File: src/sv/tedq_pkg.sv
// Shared types, constants and helper functions for the time ordered event queue.
// Used by tedq_store, tedq_seq and time_ordered_event_queue; depends on nothing.
`timescale 1ns / 1ps

package tedq_pkg;

    // Number of entries held in the store.
    localparam int CAPACITY = 16;
    localparam int IDX_W    = (CAPACITY > 1) ? $clog2(CAPACITY) : 1;
    localparam int CNT_W    = $clog2(CAPACITY + 1);
    localparam int ENTRY_W  = 32;
    localparam int OCC_W    = 5;

    typedef logic [IDX_W-1:0]   idx_t;
    typedef logic [CNT_W-1:0]   cnt_t;
    typedef logic [ENTRY_W-1:0] entry_t;

    typedef enum logic [1:0] {
        OP_APPEND = 2'd0,
        OP_INSERT = 2'd1,
        OP_POP    = 2'd2,
        OP_NONE   = 2'd3
    } opcode_t;

    typedef enum logic [1:0] {
        ST_DONE  = 2'd0,
        ST_EMPTY = 2'd1,
        ST_FULL  = 2'd2
    } status_t;

    typedef enum logic [2:0] {
        S_IDLE,
        S_CMP,
        S_SHIFT,
        S_PLACE,
        S_POPRD,
        S_DONE
    } seq_state_t;

    // One input item.
    typedef struct packed {
        logic [1:0]  op;
        logic [7:0]  proc_id;
        logic [15:0] event_time;
        logic [7:0]  state_code;
    } item_t;

    // One result item.
    typedef struct packed {
        logic [1:0]       status;
        logic [7:0]       proc_id;
        logic [7:0]       state_code;
        logic [OCC_W-1:0] occupancy;
    } result_t;

    // Store access request for one cycle.
    typedef struct packed {
        logic   we;
        idx_t   waddr;
        entry_t wdata;
        idx_t   raddr;
    } mem_req_t;

    // Sequencer status seen by the top level.
    typedef struct packed {
        logic idle;
        cnt_t count;
    } seq_status_t;

    // Entry word: id in 31..24, time in 23..8, state in 7..0.
    function automatic entry_t pack_entry(input item_t it);
        return {it.proc_id, it.event_time, it.state_code};
    endfunction

    function automatic logic [15:0] entry_time(input entry_t e);
        return e[23:8];
    endfunction

    // Circular pointer steps.
    function automatic idx_t idx_next(input idx_t i);
        return (i == idx_t'(CAPACITY - 1)) ? '0 : idx_t'(i + idx_t'(1));
    endfunction

    function automatic idx_t idx_prev(input idx_t i);
        return (i == '0) ? idx_t'(CAPACITY - 1) : idx_t'(i - idx_t'(1));
    endfunction

endpackage

File: src/sv/tedq_store.sv
// Entry store of the event queue: one write port and one registered read port.
// Depends on tedq_pkg for the entry and request types.
`timescale 1ns / 1ps

module tedq_store
(
    input  logic              clk,
    input  tedq_pkg::mem_req_t req,
    output tedq_pkg::entry_t   rdata
);

    tedq_pkg::entry_t mem [tedq_pkg::CAPACITY];
    tedq_pkg::entry_t rdata_reg;

    // Write port.
    always_ff @(posedge clk)
    begin
        if (req.we)
        begin
            mem[req.waddr] <= req.wdata;
        end
    end

    // Read port with the data registered.
    always_ff @(posedge clk)
    begin
        rdata_reg <= mem[req.raddr];
    end

    assign rdata = rdata_reg;

endmodule

File: src/sv/tedq_seq.sv
// Sequencer of the event queue: circular pointers, count and the shared time compare.
// Depends on tedq_pkg; drives the tedq_store request and reads its registered data.
`timescale 1ns / 1ps

module tedq_seq
(
    input  logic                   clk,
    input  logic                   rst_n,
    input  logic                   start,
    input  tedq_pkg::item_t        item_in,
    input  tedq_pkg::entry_t       rdata,
    input  logic                   res_ready,
    output tedq_pkg::mem_req_t     req,
    output logic                   res_valid,
    output tedq_pkg::result_t      res,
    output tedq_pkg::seq_status_t  stat
);

    tedq_pkg::seq_state_t state_reg, state_next;
    tedq_pkg::idx_t       head_reg, head_next;
    tedq_pkg::idx_t       tail_reg, tail_next;
    tedq_pkg::idx_t       gap_reg, gap_next;
    tedq_pkg::idx_t       pos_reg, pos_next;
    tedq_pkg::cnt_t       count_reg, count_next;
    tedq_pkg::cnt_t       left_reg, left_next;
    tedq_pkg::item_t      item_reg, item_next;
    logic [1:0]           status_reg, status_next;
    logic [7:0]           rid_reg, rid_next;
    logic [7:0]           rst_reg, rst_next;
    logic                 full;
    logic                 later;

    assign full  = (count_reg == tedq_pkg::cnt_t'(tedq_pkg::CAPACITY));
    // The one compare unit: is the entry just read later than the new item?
    assign later = (tedq_pkg::entry_time(rdata) > item_reg.event_time);

    // Control state.
    always_ff @(posedge clk or negedge rst_n)
    begin
        if (!rst_n)
        begin
            state_reg <= tedq_pkg::S_IDLE;
            head_reg  <= '0;
            tail_reg  <= '0;
            count_reg <= '0;
        end
        else
        begin
            state_reg <= state_next;
            head_reg  <= head_next;
            tail_reg  <= tail_next;
            count_reg <= count_next;
        end
    end

    // Working registers of the item in flight.
    always_ff @(posedge clk)
    begin
        gap_reg    <= gap_next;
        pos_reg    <= pos_next;
        left_reg   <= left_next;
        item_reg   <= item_next;
        status_reg <= status_next;
        rid_reg    <= rid_next;
        rst_reg    <= rst_next;
    end

    // Next state and store requests.
    always_comb
    begin
        state_next  = state_reg;
        head_next   = head_reg;
        tail_next   = tail_reg;
        count_next  = count_reg;
        gap_next    = gap_reg;
        pos_next    = pos_reg;
        left_next   = left_reg;
        item_next   = item_reg;
        status_next = status_reg;
        rid_next    = rid_reg;
        rst_next    = rst_reg;
        req.we      = 1'b0;
        req.waddr   = tail_reg;
        req.wdata   = tedq_pkg::pack_entry(item_reg);
        req.raddr   = head_reg;
        res_valid   = 1'b0;

        unique case (state_reg)
            tedq_pkg::S_IDLE:
            begin
                if (start)
                begin
                    item_next   = item_in;
                    status_next = tedq_pkg::ST_DONE;
                    rid_next    = '0;
                    rst_next    = '0;
                    state_next  = tedq_pkg::S_DONE;
                    unique case (item_in.op) inside
                        tedq_pkg::OP_APPEND, tedq_pkg::OP_INSERT:
                        begin
                            if (full)
                            begin
                                status_next = tedq_pkg::ST_FULL;
                            end
                            else if (item_in.op == tedq_pkg::OP_APPEND || count_reg == '0)
                            begin
                                // Nothing to walk past: write straight at the back.
                                req.we     = 1'b1;
                                req.waddr  = tail_reg;
                                req.wdata  = tedq_pkg::pack_entry(item_in);
                                tail_next  = tedq_pkg::idx_next(tail_reg);
                                count_next = count_reg + tedq_pkg::cnt_t'(1);
                            end
                            else
                            begin
                                // Scan from the front for the first later record.
                                req.raddr  = head_reg;
                                pos_next   = head_reg;
                                gap_next   = tail_reg;
                                left_next  = count_reg;
                                state_next = tedq_pkg::S_CMP;
                            end
                        end
                        tedq_pkg::OP_POP:
                        begin
                            if (count_reg == '0)
                            begin
                                status_next = tedq_pkg::ST_EMPTY;
                            end
                            else
                            begin
                                req.raddr  = head_reg;
                                state_next = tedq_pkg::S_POPRD;
                            end
                        end
                        default:
                        begin
                            // Unused opcode: report done and change nothing.
                        end
                    endcase
                end
            end

            tedq_pkg::S_CMP:
            begin
                if (later)
                begin
                    // The new record goes here: open the gap from the back.
                    req.raddr  = tedq_pkg::idx_prev(tail_reg);
                    state_next = tedq_pkg::S_SHIFT;
                end
                else if (left_reg == tedq_pkg::cnt_t'(1))
                begin
                    // No later record is held: the new one goes at the back.
                    state_next = tedq_pkg::S_PLACE;
                end
                else
                begin
                    req.raddr = tedq_pkg::idx_next(pos_reg);
                    pos_next  = tedq_pkg::idx_next(pos_reg);
                    left_next = left_reg - tedq_pkg::cnt_t'(1);
                end
            end

            tedq_pkg::S_SHIFT:
            begin
                // Move one record up into the gap and read the one below.
                req.we    = 1'b1;
                req.waddr = gap_reg;
                req.wdata = rdata;
                req.raddr = tedq_pkg::idx_prev(tedq_pkg::idx_prev(gap_reg));
                gap_next  = tedq_pkg::idx_prev(gap_reg);
                left_next = left_reg - tedq_pkg::cnt_t'(1);
                if (left_reg == tedq_pkg::cnt_t'(1))
                begin
                    state_next = tedq_pkg::S_PLACE;
                end
            end

            tedq_pkg::S_PLACE:
            begin
                req.we     = 1'b1;
                req.waddr  = gap_reg;
                req.wdata  = tedq_pkg::pack_entry(item_reg);
                tail_next  = tedq_pkg::idx_next(tail_reg);
                count_next = count_reg + tedq_pkg::cnt_t'(1);
                state_next = tedq_pkg::S_DONE;
            end

            tedq_pkg::S_POPRD:
            begin
                rid_next   = rdata[31:24];
                rst_next   = rdata[7:0];
                head_next  = tedq_pkg::idx_next(head_reg);
                count_next = count_reg - tedq_pkg::cnt_t'(1);
                state_next = tedq_pkg::S_DONE;
            end

            tedq_pkg::S_DONE:
            begin
                res_valid = 1'b1;
                if (res_ready)
                begin
                    state_next = tedq_pkg::S_IDLE;
                end
            end

            default:
            begin
                state_next = tedq_pkg::S_IDLE;
            end
        endcase
    end

    assign res.status     = status_reg;
    assign res.proc_id    = rid_reg;
    assign res.state_code = rst_reg;
    assign res.occupancy  = tedq_pkg::OCC_W'(count_reg);

    assign stat.idle  = (state_reg == tedq_pkg::S_IDLE);
    assign stat.count = count_reg;

endmodule

File: src/sv/time_ordered_event_queue.sv
// Bounded queue of process records (id, time, state) with append, time ordered insert and
// pop front. The records sit in a circular store with head and tail pointers. An ordered
// insert scans from the front through one shared time compare to the first record later
// than the new one, then moves the records from there to the back up one place per cycle.
// Equal times go after the records already held. One item is worked at a time; a
// finished result waits in the output register while the next item is accepted.
`timescale 1ns / 1ps

module time_ordered_event_queue
(
    input  logic        clk,
    input  logic        rst_n,
    input  logic        in_valid,
    output logic        in_stall,
    input  logic [1:0]  opcode,
    input  logic [7:0]  proc_id,
    input  logic [15:0] event_time,
    input  logic [7:0]  state_code,
    output logic        out_valid,
    input  logic        out_stall,
    output logic [1:0]  status,
    output logic [7:0]  out_proc_id,
    output logic [7:0]  out_state,
    output logic [4:0]  occupancy
);

    tedq_pkg::item_t       item_in;
    tedq_pkg::mem_req_t    req;
    tedq_pkg::entry_t      rdata;
    tedq_pkg::result_t     res;
    tedq_pkg::seq_status_t stat;
    tedq_pkg::result_t     out_res_reg;
    logic                  out_valid_reg;
    logic                  start;
    logic                  res_valid;
    logic                  res_ready;

    // Input side: an item is taken whenever the sequencer is idle.
    assign in_stall = !stat.idle;
    assign start    = in_valid && !in_stall;

    assign item_in.op         = opcode;
    assign item_in.proc_id    = proc_id;
    assign item_in.event_time = event_time;
    assign item_in.state_code = state_code;

    tedq_seq u_seq
    (
        .clk       (clk),
        .rst_n     (rst_n),
        .start     (start),
        .item_in   (item_in),
        .rdata     (rdata),
        .res_ready (res_ready),
        .req       (req),
        .res_valid (res_valid),
        .res       (res),
        .stat      (stat)
    );

    tedq_store u_store
    (
        .clk   (clk),
        .req   (req),
        .rdata (rdata)
    );

    // Output register: loads a result when empty or being taken.
    assign res_ready = !out_valid_reg || !out_stall;

    always_ff @(posedge clk or negedge rst_n)
    begin
        if (!rst_n)
        begin
            out_valid_reg <= 1'b0;
        end
        else if (res_valid && res_ready)
        begin
            out_valid_reg <= 1'b1;
        end
        else if (!out_stall)
        begin
            out_valid_reg <= 1'b0;
        end
    end

    always_ff @(posedge clk)
    begin
        if (res_valid && res_ready)
        begin
            out_res_reg <= res;
        end
    end

    assign out_valid   = out_valid_reg;
    assign status      = out_res_reg.status;
    assign out_proc_id = out_res_reg.proc_id;
    assign out_state   = out_res_reg.state_code;
    assign occupancy   = out_res_reg.occupancy;

    // The count never goes past the store size.
    a_count_bound: assert property (@(posedge clk) disable iff (!rst_n)
        stat.count <= tedq_pkg::cnt_t'(tedq_pkg::CAPACITY))
        else $error("entry count above capacity");

    // An accepted item keeps the sequencer busy in the next cycle.
    a_busy_after_accept: assert property (@(posedge clk) disable iff (!rst_n)
        start |=> !stat.idle)
        else $error("sequencer idle right after accepting an item");

    // A refused add only happens on a full queue.
    a_full_status: assert property (@(posedge clk) disable iff (!rst_n)
        (out_valid && status == tedq_pkg::ST_FULL)
            |-> occupancy == tedq_pkg::OCC_W'(tedq_pkg::CAPACITY))
        else $error("full status with room left");

    // An empty pop reports an empty queue and zero payload.
    a_empty_status: assert property (@(posedge clk) disable iff (!rst_n)
        (out_valid && status == tedq_pkg::ST_EMPTY)
            |-> (occupancy == '0 && out_proc_id == '0 && out_state == '0))
        else $error("empty status with entries or payload");

endmodule

File: config.mk
export PLATFORM = sky130hd
export DESIGN_NAME = time_ordered_event_queue
export DESIGN_NICKNAME = d
export VERILOG_FILES = /design/src/sv/tedq_pkg.sv /design/src/sv/tedq_store.sv /design/src/sv/tedq_seq.sv /design/src/sv/time_ordered_event_queue.sv
export SDC_FILE = /design/constraint.sdc
export NUM_CORES = 1
export LEC_CHECK = 0
export BUFFER_PORTS_ARGS = -buffer_cell sky130_fd_sc_hd__buf_4
export CELL_PAD_IN_SITES_DETAIL_PLACEMENT = 1
export CELL_PAD_IN_SITES_GLOBAL_PLACEMENT = 2
export CORE_ASPECT_RATIO = 0.8
export CORE_MARGIN = 2
export CORE_UTILIZATION = 41
export DETAILED_ROUTE_END_ITERATION = 12
export GPL_TIMING_DRIVEN = 0
export PLACE_DENSITY = 0.78
export SLEW_MARGIN = 20
export SYNTH_ARGS = -nofsm -noshare
export SYNTH_HDL_FRONTEND = slang
export SYNTH_SLANG_ARGS = --single-unit
File: constraint.sdc
create_clock -name clk -period 3.5 [get_ports clk]
set_input_delay 0.35 -clock clk [delete_from_list [all_inputs] [get_ports clk]]
set_output_delay 0.35 -clock clk [all_outputs]
set_load 0.1 [all_outputs]
==> qor.yml, run 1 <==
synth_warnings: 0
globalRouteTotalUtil: 0.256
finalWeightedCongestion: 0.837
drt-wirelength-per-cell_um: 28.5
postSynthAreaPerCell_um2: 13.9
postSynth.topFlopCell: "sky130_fd_sc_hd__edfxtp_1"
num_rows: 83
ys_top_cells_by_area: "sky130_fd_sc_hd__edfxtp_1 (67%), sky130_fd_sc_hd__nand3_1 (4.9%), sky130_fd_sc_hd__o21ai_0 (4.0%)"
run_status: "complete, but fails checks"
reg2reg_setup_slack_ns: -0.35
total_overflow_reported_by_the_global_router: 0
antenna_left: 0
fp.dieW_um: 290
r2r_cell_count: 16
worstSetupPathType: "reg -> reg"
cts.sink_count: 647
post-synth-top-area-cell: "sky130_fd_sc_hd__edfxtp_1"
drt_first_iter_violations: 2172
clk_path_buf_depth: 3
leakage_nw: 11.6
hold_end: "u_seq.status_reg[1]"
final.fill_count: 6249
yosys.area_share.simple: 0.0907
crit_slowest_cell: "sky130_fd_sc_hd__edfxtp_1"
synth.distinct_cells: 62
placement.io_buffers: 62
cts_inserted_buffers: 66
totalNegativeSetupSlack_ns: -8.99
cts_h_tree_depth: 3
netlist_instances: 1932
core_um2: 64400
violated_checks: "setup timing"
holdCritPathClass: "in -> reg"
worst-slew-pin-transition_ns: 1.07
share_of_final_layout_standard_cells_stronger_than_drive_strength_1: 0.247
cap_viol_max_count: 0
largest_reg_flops: 512
timing.rr.end: "u_store.rdata[3]"
power_density_nw_per_um2: 1130
route.detailed.drc: 0
timing_hold_violations_final: 0
multiplexer_area_fraction_after_synthesis: 0.0378
vias: 18700
synthesis.nets: 2001
cts.clk_slew.worst_paths_ns: 0.06
fin_nets: 2255
power_switching_share: 0.420
area.growth.synth_to_final_pct: 26.1
dr_vias_cell: 6.07
timing.critical_path.from_type: "flop"
post-route-min-period_ns: 3.85
synth_sequential_area_ratio: 0.710
synth_top_family_by_area: "compound AO/OA/AOI/OAI gates"
die-area_um2: 67400
required_ns: 3.97
power_frac_seq: 0.280
initial_core_util: 0.416
worstHoldStart: "opcode[1]"
timing.critical_path.to_type: "flop"
pre_cts_ws_ns: -2.30
worstSkewPairLatency_ns: 0.63
wl_um: 88100
layout_common_cells: "sky130_fd_sc_hd__edfxtp_1 (598), sky130_fd_sc_hd__nand3_1 (236), sky130_fd_sc_hd__o21ai_0 (209)"
finClkSkew_ns: 0.0369
report.final.slew_viol_count: 0
regToRegStartpoint: "u_seq.item_reg[22]"
clock_tree_from_tritoncts: "built"
dieHeight_um: 233
timing.final.crit_share: 1.10
comb_power_share: 0.527
worstPathCellList: "inv_2 -> ha_4 -> nand4_1 -> buf_6 -> or3_4 -> a21oi_4 -> nand4bb_4 -> and2_4 -> o211ai_1 -> buf_4 -> nor4bb_4 -> buf_8 -> clkbuf_16 -> nand3_2 -> nand4_1 -> a211oi_2"
io_pins: 63
crit_arrival_ns: 4.32
slowest_delay_ns: 0.40
vias_in_the_first_global_route: 19200
setup_viol: 32
design_power_total_mw: 38.0
grt_max_degree: 22
adder_cell_share_of_the_synthesized_area: 0.0148
number_of_flops_mapped_to_enable_cells_by_yosys: 598
synth_largest_type_area_fraction: 0.670
total_switching_power_mw: 16.0
place_hpwl_um: 55700
p_clk_frac: 0.193
grt_pass1_wl_um: 128000
maxClockFrequency_mhz: 260
asyncSetResetFlopFracSynth: 0.0263
post-route-util: 0.525
antenna_violations_before_repair: 1
xor_xnor_cell_area_share_of_the_yosys_netlist: 0.00457
synth_compound_gate_area_share: 0.109
setup_slack_ns: -0.349
ir_drop_mv: 0.662
most_frequent_standard_cell_in_the_layout_excluding_fill_and_tap_cells: "sky130_fd_sc_hd__edfxtp_1"
ys_seq_elements: 647
timing.slew.headroom: 0.285
p_int_mw: 22.1
critical_path.max_fanout: 7
grt_setup_unrepaired: "true"
path_common_cell: "sky130_fd_sc_hd__nand4_1"
ctsRootBufferMaster: "sky130_fd_sc_hd__clkbuf_16"
hold_ws_ns: 0.0898
timing.hold.worst_path_depth: 2
syn-cell-area_um2: 26800
drt_first_pass_iters: 6
synthesized netlist by cell type, types with 2 or more instances:
master,number
sky130_fd_sc_hd__buf_6,2
sky130_fd_sc_hd__clkbuf_1,124
sky130_fd_sc_hd__nand2_1,45
sky130_fd_sc_hd__a211oi_2,31
sky130_fd_sc_hd__buf_12,6
sky130_fd_sc_hd__a222oi_1,31
sky130_fd_sc_hd__dfxtp_1,32
sky130_fd_sc_hd__nor2_1,81
sky130_fd_sc_hd__buf_1,8
sky130_fd_sc_hd__nand2b_1,5
sky130_fd_sc_hd__xnor2_1,10
sky130_fd_sc_hd__nand3b_1,3
sky130_fd_sc_hd__mux2i_1,64
sky130_fd_sc_hd__o211ai_1,5
sky130_fd_sc_hd__dfrtp_1,17
sky130_fd_sc_hd__and3_1,17
sky130_fd_sc_hd__or3_1,4
sky130_fd_sc_hd__o21ai_1,3
sky130_fd_sc_hd__nand3_1,263
sky130_fd_sc_hd__a211oi_1,6
sky130_fd_sc_hd__buf_2,6
sky130_fd_sc_hd__inv_1,62
sky130_fd_sc_hd__nor3b_1,2
sky130_fd_sc_hd__mux2_2,33
sky130_fd_sc_hd__a31oi_1,69
sky130_fd_sc_hd__xor2_1,4
sky130_fd_sc_hd__edfxtp_1,598
sky130_fd_sc_hd__ha_1,30
sky130_fd_sc_hd__a21o_1,7
sky130_fd_sc_hd__nand4_1,39
sky130_fd_sc_hd__o21ai_0,216
sky130_fd_sc_hd__nor2b_1,5
sky130_fd_sc_hd__a32oi_1,2
sky130_fd_sc_hd__nor3_1,10
sky130_fd_sc_hd__a21oi_1,33
sky130_fd_sc_hd__a22oi_1,33
per-layer routing:
layer | wire length (um) | vias up | global-route usage
li1 | - | 8044 | -
met4 | 2220 | 0 | 0.0693
met3 | 7140 | 134 | 0.0477
met1 | 37800 | 9700 | 0.356
met5 | 0 | - | 0
met2 | 40900 | 869 | 0.413
worst max-delay path: cells and delay by family (launching register included):
family | cells | cell delay, ns
DFF | 1 | 0.40
and+or+nand+nor | 7 | 1.65
AOI/OAI and AO/OA | 3 | 0.47
buffers and inverters | 5 | 0.86
adders and majority gates | 1 | 0.28
layout make-up:
class                   count  area (um^2)  area share
repair inverters            2         15.0    0.000444
inverters                  62          233     0.00689
clock buffers              94         1870      0.0554
diodes                      1         2.50   0.0000741
well taps                 850         1060      0.0315
multi-input cells        1077         7500       0.222
repair buffers            192         2270      0.0671
plain buffers             138         1490      0.0440
clock inverters            26          330     0.00978
flip-flops and latches    647        19000       0.563
worst max path at each step:
stage	from	to	cells past startpoint
final	u_seq.item_reg[22]	u_store.rdata[3]	16
after global routing	u_seq.item_reg[23]	u_store.rdata[3]	16
after CTS	u_seq.item_reg[22]	u_store.rdata[3]	17
after detailed placement	u_seq.item_reg[22]	u_store.rdata[12]	15
after global placement	u_seq.count_reg[1]	u_store.mem[15][14]	7
after floorplan	u_seq.count_reg[1]	u_store.mem[2][0]	7
repair_timing:
| action | CTS | global route |
|---|---|---|
| hold buffers | 34 | 0 |
| hold endpoints to repair | 50 | 0 |
| setup endpoints to repair | 1067 | 843 |
| setup buffers | 39 | 28 |
| resized for setup | 353 | 70 |
| gates cloned | 8 | 5 |
| pin swaps | 55 | 32 |
cells by family after synthesis:
| family | Yosys count |
|---|---|
| xor gates and xnor gates | 14 |
| AOI/OAI and AO/OA | 449 |
| adders and majority gates | 31 |
| muxes | 97 |
| DFF | 647 |
| and+or+nand+nor | 486 |
| buffers and inverters | 208 |
power by group through the flow:
stage | Clock [mW] | Sequential (mW) | Combinational [mW]
after global routing | 7.69 | 10.7 | 21.2
after global placement | 0 | 10.8 | 14.9
after floorplan | 0 | 11.1 | 9.52
final | 7.33 | 10.7 | 20.1
after detailed placement | 0 | 10.8 | 15.6
after CTS | 7.40 | 10.7 | 19.1
through the flow:
| step | std cells | instance area (um^2) |
|---|---|---|
| after detailed placement | 2862 | 28900 |
| after floorplan | 1932 | 26800 |
| after global placement | 2844 | 28300 |
| after global routing | 3088 | 33800 |
| after CTS | 3056 | 33200 |
| final | 3089 | 33800 |
No activity file was read; power rests on OpenSTA's default activity.
==> inputs of run 2 (changes only) <==
--- a/config.mk
+++ b/config.mk
@@ -10,10 +10,10 @@
 export CELL_PAD_IN_SITES_GLOBAL_PLACEMENT = 2
 export CORE_ASPECT_RATIO = 0.8
 export CORE_MARGIN = 2
-export CORE_UTILIZATION = 41
+export CORE_UTILIZATION = 45
 export DETAILED_ROUTE_END_ITERATION = 12
 export GPL_TIMING_DRIVEN = 0
-export PLACE_DENSITY = 0.78
+export PLACE_DENSITY = 0.76
 export SLEW_MARGIN = 20
 export SYNTH_ARGS = -nofsm -noshare
 export SYNTH_HDL_FRONTEND = slang
==> constraint.sdc (replaced) <==
create_clock -name clk -period 4.7 [get_ports clk]
set_input_delay 0.47 -clock clk [delete_from_list [all_inputs] [get_ports clk]]
set_output_delay 0.47 -clock clk [all_outputs]
set_load 0.1 [all_outputs]
==> run 2 against run 1 <==
  * The flow now finishes without violations
  * Core utilization is 0.93 points higher
  * Routed wire length is 6.4% lower
  * Via count is 4.5% lower
  * Clock skew is 0.016 ns lower
  * Worst setup slack better by 0.45 ns
  * Die area is 8.8% lower
  * Hold slack worse by 0.054 ns
  * Cell count is 5.7% lower
  * Non-clock buffer count is 94 lower
  * Critical path depth is 3 lower
  * Sequential power is 26% lower
  * Combinational power is 40% lower
  * Critical path type unchanged
  * Critical endpoint is now u_store.rdata[18]
  * Largest cell class unchanged
  * Largest power group unchanged
==> qor.yml, run 2 (synthesized netlist as in run 1, its figures left out) <==
placement.io_buffers: 62  # unchanged
crit_arrival_ns: 5.12  # +0.80 ns
worstSetupPathType: "reg -> reg"
hold_ws_ns: 0.0361  # -0.0537 ns
post-place-cells: 2783  # -2.8%
fin_nets: 2160  # -4.2%
timing.critical_path.from_type: "flop"
layout_common_cells: "sky130_fd_sc_hd__edfxtp_1 (598), sky130_fd_sc_hd__nand3_1 (263), sky130_fd_sc_hd__o21ai_0 (215)"
cts_h_tree_depth: 3  # unchanged
worst-slew-pin-transition_ns: 1.14  # +0.0721 ns
worstSkewPairLatency_ns: 0.62  # about the same
wl_um: 82500  # -6.4%
final.fill_count: 5764  # -7.8%
critical_path.max_fanout: 10  # +3
required_ns: 5.22  # +1.25 ns
area.growth.synth_to_final_pct: 16.6
ctsRootBufferMaster: "sky130_fd_sc_hd__clkbuf_16"
die-area_um2: 61500  # -8.8%
timing_hold_violations_final: 0  # unchanged
route.detailed.drc: 0  # unchanged
grt_pass1_wl_um: 124000  # -3.2%
io_pins: 63  # unchanged
leakage_nw: 10.6  # -8.8%
clk_path_buf_depth: 3  # unchanged
core_um2: 58500  # -9.1%
power_density_nw_per_um2: 808  # -28%
most_frequent_standard_cell_in_the_layout_excluding_fill_and_tap_cells: "sky130_fd_sc_hd__edfxtp_1"
vias: 17900  # -4.5%
cap_viol_max_count: 0  # unchanged
timing.critical_path.to_type: "flop"
share_of_final_layout_standard_cells_stronger_than_drive_strength_1: 0.166  # -0.0811
finClkSkew_ns: 0.0208  # -0.0161 ns
maxClockFrequency_mhz: 217  # -16%
place_hpwl_um: 55800  # +0.17%
largest_reg_flops: 512  # unchanged
vias_in_the_first_global_route: 18700  # -2.8%
antenna_cells_inserted: 0  # -1
drt-wirelength-per-cell_um: 28.3  # -0.78%
globalRouteTotalUtil: 0.270  # +0.0147
dr_vias_cell: 6.14  # +1.2%
cts.sink_count: 647  # unchanged
cts_inserted_buffers: 67  # +1.5%
initial_core_util: 0.458  # +0.0418
ir_drop_mv: 0.433  # -35%
worstPathCellList: "inv_1 -> ha_1 -> nand4_1 -> or3_1 -> a21oi_4 -> nand4bb_2 -> buf_2 -> a221o_1 -> o21a_1 -> buf_2 -> clkbuf_2 -> mux2_2 -> a211oi_2"
timing.slew.headroom: 0.241  # -0.0448
timing.final.crit_share: 0.979  # -0.120
slowest_delay_ns: 0.54  # +0.14 ns
total_overflow_reported_by_the_global_router: 0  # unchanged
holdCritPathClass: "in -> reg"
drt_first_iter_violations: 2044  # -5.9%
num_rows: 79  # -4.8%
run_status: "finished clean"
drt_first_pass_iters: 6  # unchanged
post_layout_nonfiller_instances: 2914  # -5.7%
setup_viol: 0  # -100%
grt_max_degree: 35  # +59%
path_common_cell: "sky130_fd_sc_hd__buf_2"
dieHeight_um: 222  # -4.5%
post-route-min-period_ns: 4.60  # +0.753 ns
clock_tree_from_tritoncts: "built"
crit_slowest_cell: "sky130_fd_sc_hd__or3_1"
finalWeightedCongestion: 0.801  # -4.3%
cts.clk_slew.worst_paths_ns: 0.06  # about the same
grt_setup_unrepaired: "false"
report.final.slew_viol_count: 0  # unchanged
antenna_left: 0  # unchanged
fp.dieW_um: 277  # -4.5%
antenna_violations_before_repair: 2  # +1
-- run 2: cell count changes in the layout (fill, tap and decap cells not counted), sizes merged --
cell         delta
dlygate4sd3    -33
buf            -73
bufinv          -5
inv             +1
clkinv          +4
clkbuf         +17
diode           -1
clkinvlp        -4
-- run 2: final cells by class --
type | count | area [um^2] | area share
well taps | 769 | 962 | 0.0308
clock buffers | 99 | 1940 | 0.0621
clock inverters | 24 | 224 | 0.00717
flip-flops and latches | 647 | 19000 | 0.609
repair buffers | 90 | 1030 | 0.0331
plain buffers | 146 | 753 | 0.0241
multi-input cells | 1077 | 7080 | 0.227
inverters | 62 | 235 | 0.00753
-- run 2: worst max-delay path: cells and delay by family, from the launching register on --
kind | cells | cell delay (ns)
AO/OA/AOI/OAI | 4 | 1.01
adder cells (fa/ha/maj) | 1 | 0.32
buffers and inverters | 4 | 1.20
flip-flops | 1 | 0.36
multiplexers | 1 | 0.44
AND/OR/NAND/NOR | 3 | 1.15
-- run 2: final timing paths --
kind	slack [ns]	end	from	depth (start not counted)
max in group asynchronous	4.19	u_seq.count_reg[3]	rst_n	2
max reg2reg	0.1	u_store.rdata[18]	u_seq.item_reg[15]	13
min	0.04	u_seq.item_reg[13]	event_time[5]	1
min in group asynchronous	0.27	u_seq.tail_reg[3]	rst_n	2
min reg2reg	0.42	out_state[7]	u_seq.rst_reg[7]	0
max	0.1	u_store.rdata[18]	u_seq.item_reg[15]	13
-- run 2: repair_timing --
action                     4_1_cts  5_1_grt
hold buffers                     1        0
buffers inserted                 2        5
gates cloned                     0        0
hold endpoints to repair        17        0
setup endpoints to repair       32       66
gates resized for setup         58       33
pin swaps                        2        3
-- run 2: power by group --
group	internal, mW	total, mW	leakage [nW]	switching, mW
combinational	3.62	12.0	3.59	8.41
sequential	7.59	7.92	5.90	0.330
clock	3.05	5.31	1.06	2.27
total	14.3	25.3	10.6	11.0
-- run 2: per-stage QoR --
stage                     utilization  power, mW  instance area, um^2  TNS (ns)  setup slack [ns]
after CTS                       0.533       25.2                31200    -0.157           -0.0360
after global placement          0.482       19.3                28200   -601.07             -1.67
final                           0.534       25.3                31300         0            0.0975
after floorplan                     -       15.3                26800         0              1.06
after global routing            0.534       26.5                31300         0            0.0520
after detailed placement        0.493       19.7                28900    -28.30             -1.08
-- run 2: routing by layer --
metal  up-vias  global-route usage  part of all wire
met1      9278               0.394              0.46
met2       657               0.421              0.46
met3       126              0.0441             0.062
li1       7839                   -                 -
met5         -                   0                 0
met4         0              0.0773             0.025
==> inputs of run 3 (changes only) <==
--- a/config.mk
+++ b/config.mk
@@ -10,10 +10,10 @@
 export CELL_PAD_IN_SITES_GLOBAL_PLACEMENT = 2
 export CORE_ASPECT_RATIO = 0.8
 export CORE_MARGIN = 2
-export CORE_UTILIZATION = 45
+export CORE_UTILIZATION = 49
 export DETAILED_ROUTE_END_ITERATION = 12
 export GPL_TIMING_DRIVEN = 0
-export PLACE_DENSITY = 0.76
+export PLACE_DENSITY = 0.82
 export SLEW_MARGIN = 20
 export SYNTH_ARGS = -nofsm -noshare
 export SYNTH_HDL_FRONTEND = slang
==> constraint.sdc (replaced) <==
create_clock -name clk -period 4.7 [get_ports clk]
set_input_delay 0.47 -clock clk [delete_from_list [all_inputs] [get_ports clk]]
set_output_delay 0.47 -clock clk [all_outputs]
set_load 0.05 [all_outputs]
==> run 3 against run 2 <==
  * Cell count shrank 2.5%
  * Core utilization grew 4.4 points
  * Largest cell class unchanged
  * Via count grew 0.87%
  * Sequential share of layout area grew 0.18 points
  * Critical path depth grew 3
  * Global-route usage grew 2.7 points
  * Largest power group unchanged
==> qor.yml, run 3 (synthesized netlist as in run 1, its figures left out) <==
power_frac_seq: 0.315  # +0.002
cts.sink_count: 647  # unchanged
setup_slack_ns: 0.103  # +0.00527 ns
dr_vias_cell: 6.35  # +3.4%
antenna_left: 0  # unchanged
place_hpwl_um: 55000  # -1.4%
crit_slowest_cell: "sky130_fd_sc_hd__nand4bb_2"
fin_nets: 2157  # -0.14%
total_overflow_reported_by_the_global_router: 0  # unchanged
cap_viol_max_count: 0  # unchanged
dieHeight_um: 213  # -4.1%
holdCritPathClass: "in -> reg"
cts_inserted_buffers: 67  # unchanged
pre_cts_ws_ns: -1.20  # -0.122 ns
worstSkewPairLatency_ns: 0.62  # about the same
comb_power_share: 0.476  # about the same
num_rows: 76  # -3.8%
drt_first_pass_iters: 6  # unchanged
fp.dieW_um: 265  # -4.1%
timing_hold_violations_final: 0  # unchanged
io_pins: 63  # unchanged
p_int_mw: 14.2  # -0.20%
timing.final.crit_share: 0.978  # -0.00112
report.final.slew_viol_count: 0  # unchanged
slowest_delay_ns: 0.49  # -0.05 ns
final.fill_count: 5158  # -11%
finClkSkew_ns: 0.0253  # +0.00447 ns
most_frequent_standard_cell_in_the_layout_excluding_fill_and_tap_cells: "sky130_fd_sc_hd__edfxtp_1"
postPlaceCellArea_um2: 28800  # -0.18%
crit_arrival_ns: 5.12  # about the same
placement.io_buffers: 62  # unchanged
power_density_nw_per_um2: 807  # -0.14%
maxClockFrequency_mhz: 218  # +0.11%
timing.critical_path.to_type: "flop"
run_status: "finished clean"
grt_max_degree: 24  # -31%
clock_tree_from_tritoncts: "built"
final_design_area_no_fill_um2: 31200  # -0.29%
cts.clk_slew.worst_paths_ns: 0.06  # about the same
vias_in_the_first_global_route: 19000  # +1.5%
worst-slew-pin-transition_ns: 1.09  # -0.0474 ns
core_um2: 53900  # -7.9%
cts_h_tree_depth: 3  # unchanged
drt_first_iter_violations: 2263  # +11%
post-route-min-period_ns: 4.60  # -0.00527 ns
route.detailed.drc: 0  # unchanged
area.growth.synth_to_final_pct: 16.3
ir_drop_mv: 0.454  # +4.9%
critical_path.max_fanout: 10  # unchanged
timing.slew.headroom: 0.272  # +0.0316
largest_reg_flops: 512  # unchanged
setup_viol: 0  # unchanged
worstPathCellList: "inv_1 -> ha_1 -> nor2b_1 -> o211ai_1 -> a21oi_4 -> nand4bb_2 -> buf_2 -> and2_4 -> buf_6 -> o211ai_1 -> clkbuf_4 -> buf_1 -> nand3_1 -> nand3_1 -> nand4_1 -> a211oi_2"
timing.critical_path.from_type: "flop"
ctsRootBufferMaster: "sky130_fd_sc_hd__clkbuf_16"
grt_pass1_wl_um: 123000  # -0.74%
total_switching_power_mw: 10.9  # -0.73%
finalWeightedCongestion: 0.848  # +5.9%
layout_common_cells: "sky130_fd_sc_hd__edfxtp_1 (598), sky130_fd_sc_hd__nand3_1 (263), sky130_fd_sc_hd__o21ai_0 (215)"
clk_path_buf_depth: 3  # unchanged
p_clk_frac: 0.210  # about the same
power_switching_share: 0.434  # -0.00130
vias: 18100  # +0.87%
drt-wirelength-per-cell_um: 29.2  # +3.1%
leakage_nw: 10.5  # about the same
hold_ws_ns: 0.0414  # +0.00529 ns
initial_core_util: 0.497  # +0.0391
wl_um: 82900  # +0.52%
worstSetupPathType: "reg -> reg"
globalRouteTotalUtil: 0.297  # +0.0270
share_of_final_layout_standard_cells_stronger_than_drive_strength_1: 0.165  # about the same
required_ns: 5.22  # about the same
antenna_violations_before_repair: 3  # +1
die-area_um2: 56600  # -8.0%
==> run 3: cell types whose count changed in the layout (fill, tap and decap cells not counted), moves of 2 or more <==
cell,delta
sky130_fd_sc_hd__buf_16,+2
sky130_fd_sc_hd__clkbuf_1,-9
sky130_fd_sc_hd__buf_4,-4
sky130_fd_sc_hd__clkbuf_2,+2
sky130_fd_sc_hd__clkbuf_8,-2
sky130_fd_sc_hd__clkinv_1,+3
==> run 3: metrics by stage <==
stage               TNS (ns)  power (mW)  utilization  instances
floorplan                  0        15.1            -       1932
global placement     -585.90        19.0        0.522       2696
detailed placement    -30.93        19.5        0.535       2717
CTS                        0        25.0        0.577       2841
global route        -0.00757        26.3        0.578       2842
finish                     0        25.1        0.578       2842
==> run 3: repair_timing <==
action	CTS	global route
buffers inserted	3	0
hold buffers	1	0
setup endpoints to repair	32	32
endpoints found under the hold margin	17	0
resized for setup	64	28
pin swaps	4	0
==> run 3: critical path, delay by kind of cell, from the launching register on <==
family	cells	cell delay, ns
AOI/OAI and AO/OA	4	1.13
adders and majority gates	1	0.23
buffers and inverters	5	1.33
DFF	1	0.41
and+or+nand+nor	6	1.40
==> run 3: power groups by stage <==
stage                     Combinational [mW]  Clock [mW]  Sequential [mW]
after floorplan                         7.06           0             8.06
after global placement                  11.0           0             8.01
after detailed placement                11.5           0             8.02
after CTS                               11.8        5.32             7.91
after global routing                    12.8        5.52             7.97
final                                   12.0        5.27             7.91
==> run 3: metal layers <==
layer  GRT usage  wire length [um]  up-vias
met3      0.0672              6950      162
met2       0.468             37900      822
met4       0.106              2700        0
li1            -                 -     7830
met5           0                 0        -
met1       0.409             35400     9241
==> run 3: final cells by class <==
cell class / instances / area [um^2] / area share
sequential: 647 / 19000 / 0.610
multi-input combinational: 1077 / 7080 / 0.227
clock buffer: 92 / 1890 / 0.0608
timing repair buffer: 87 / 1050 / 0.0337
tap: 702 / 878 / 0.0282
buffer: 146 / 759 / 0.0244
clock inverter: 28 / 239 / 0.00767
inverter: 62 / 233 / 0.00747
antenna: 1 / 2.50 / 0.0000803
==> run 3: worst paths after layout <==
path,from,end,slack (ns),cells after the start
worst max-delay path,u_seq.item_reg[9],u_store.rdata[4],0.10,16
worst min-delay path,event_time[7],u_seq.item_reg[15],0.04,1
worst max register to register,u_seq.item_reg[9],u_store.rdata[4],0.10,16
worst min register to register,u_seq.rid_reg[3],out_proc_id[3],0.42,0
max in group asynchronous,rst_n,u_seq.count_reg[4],4.18,2
min in group asynchronous,rst_n,u_seq.tail_reg[3],0.29,2
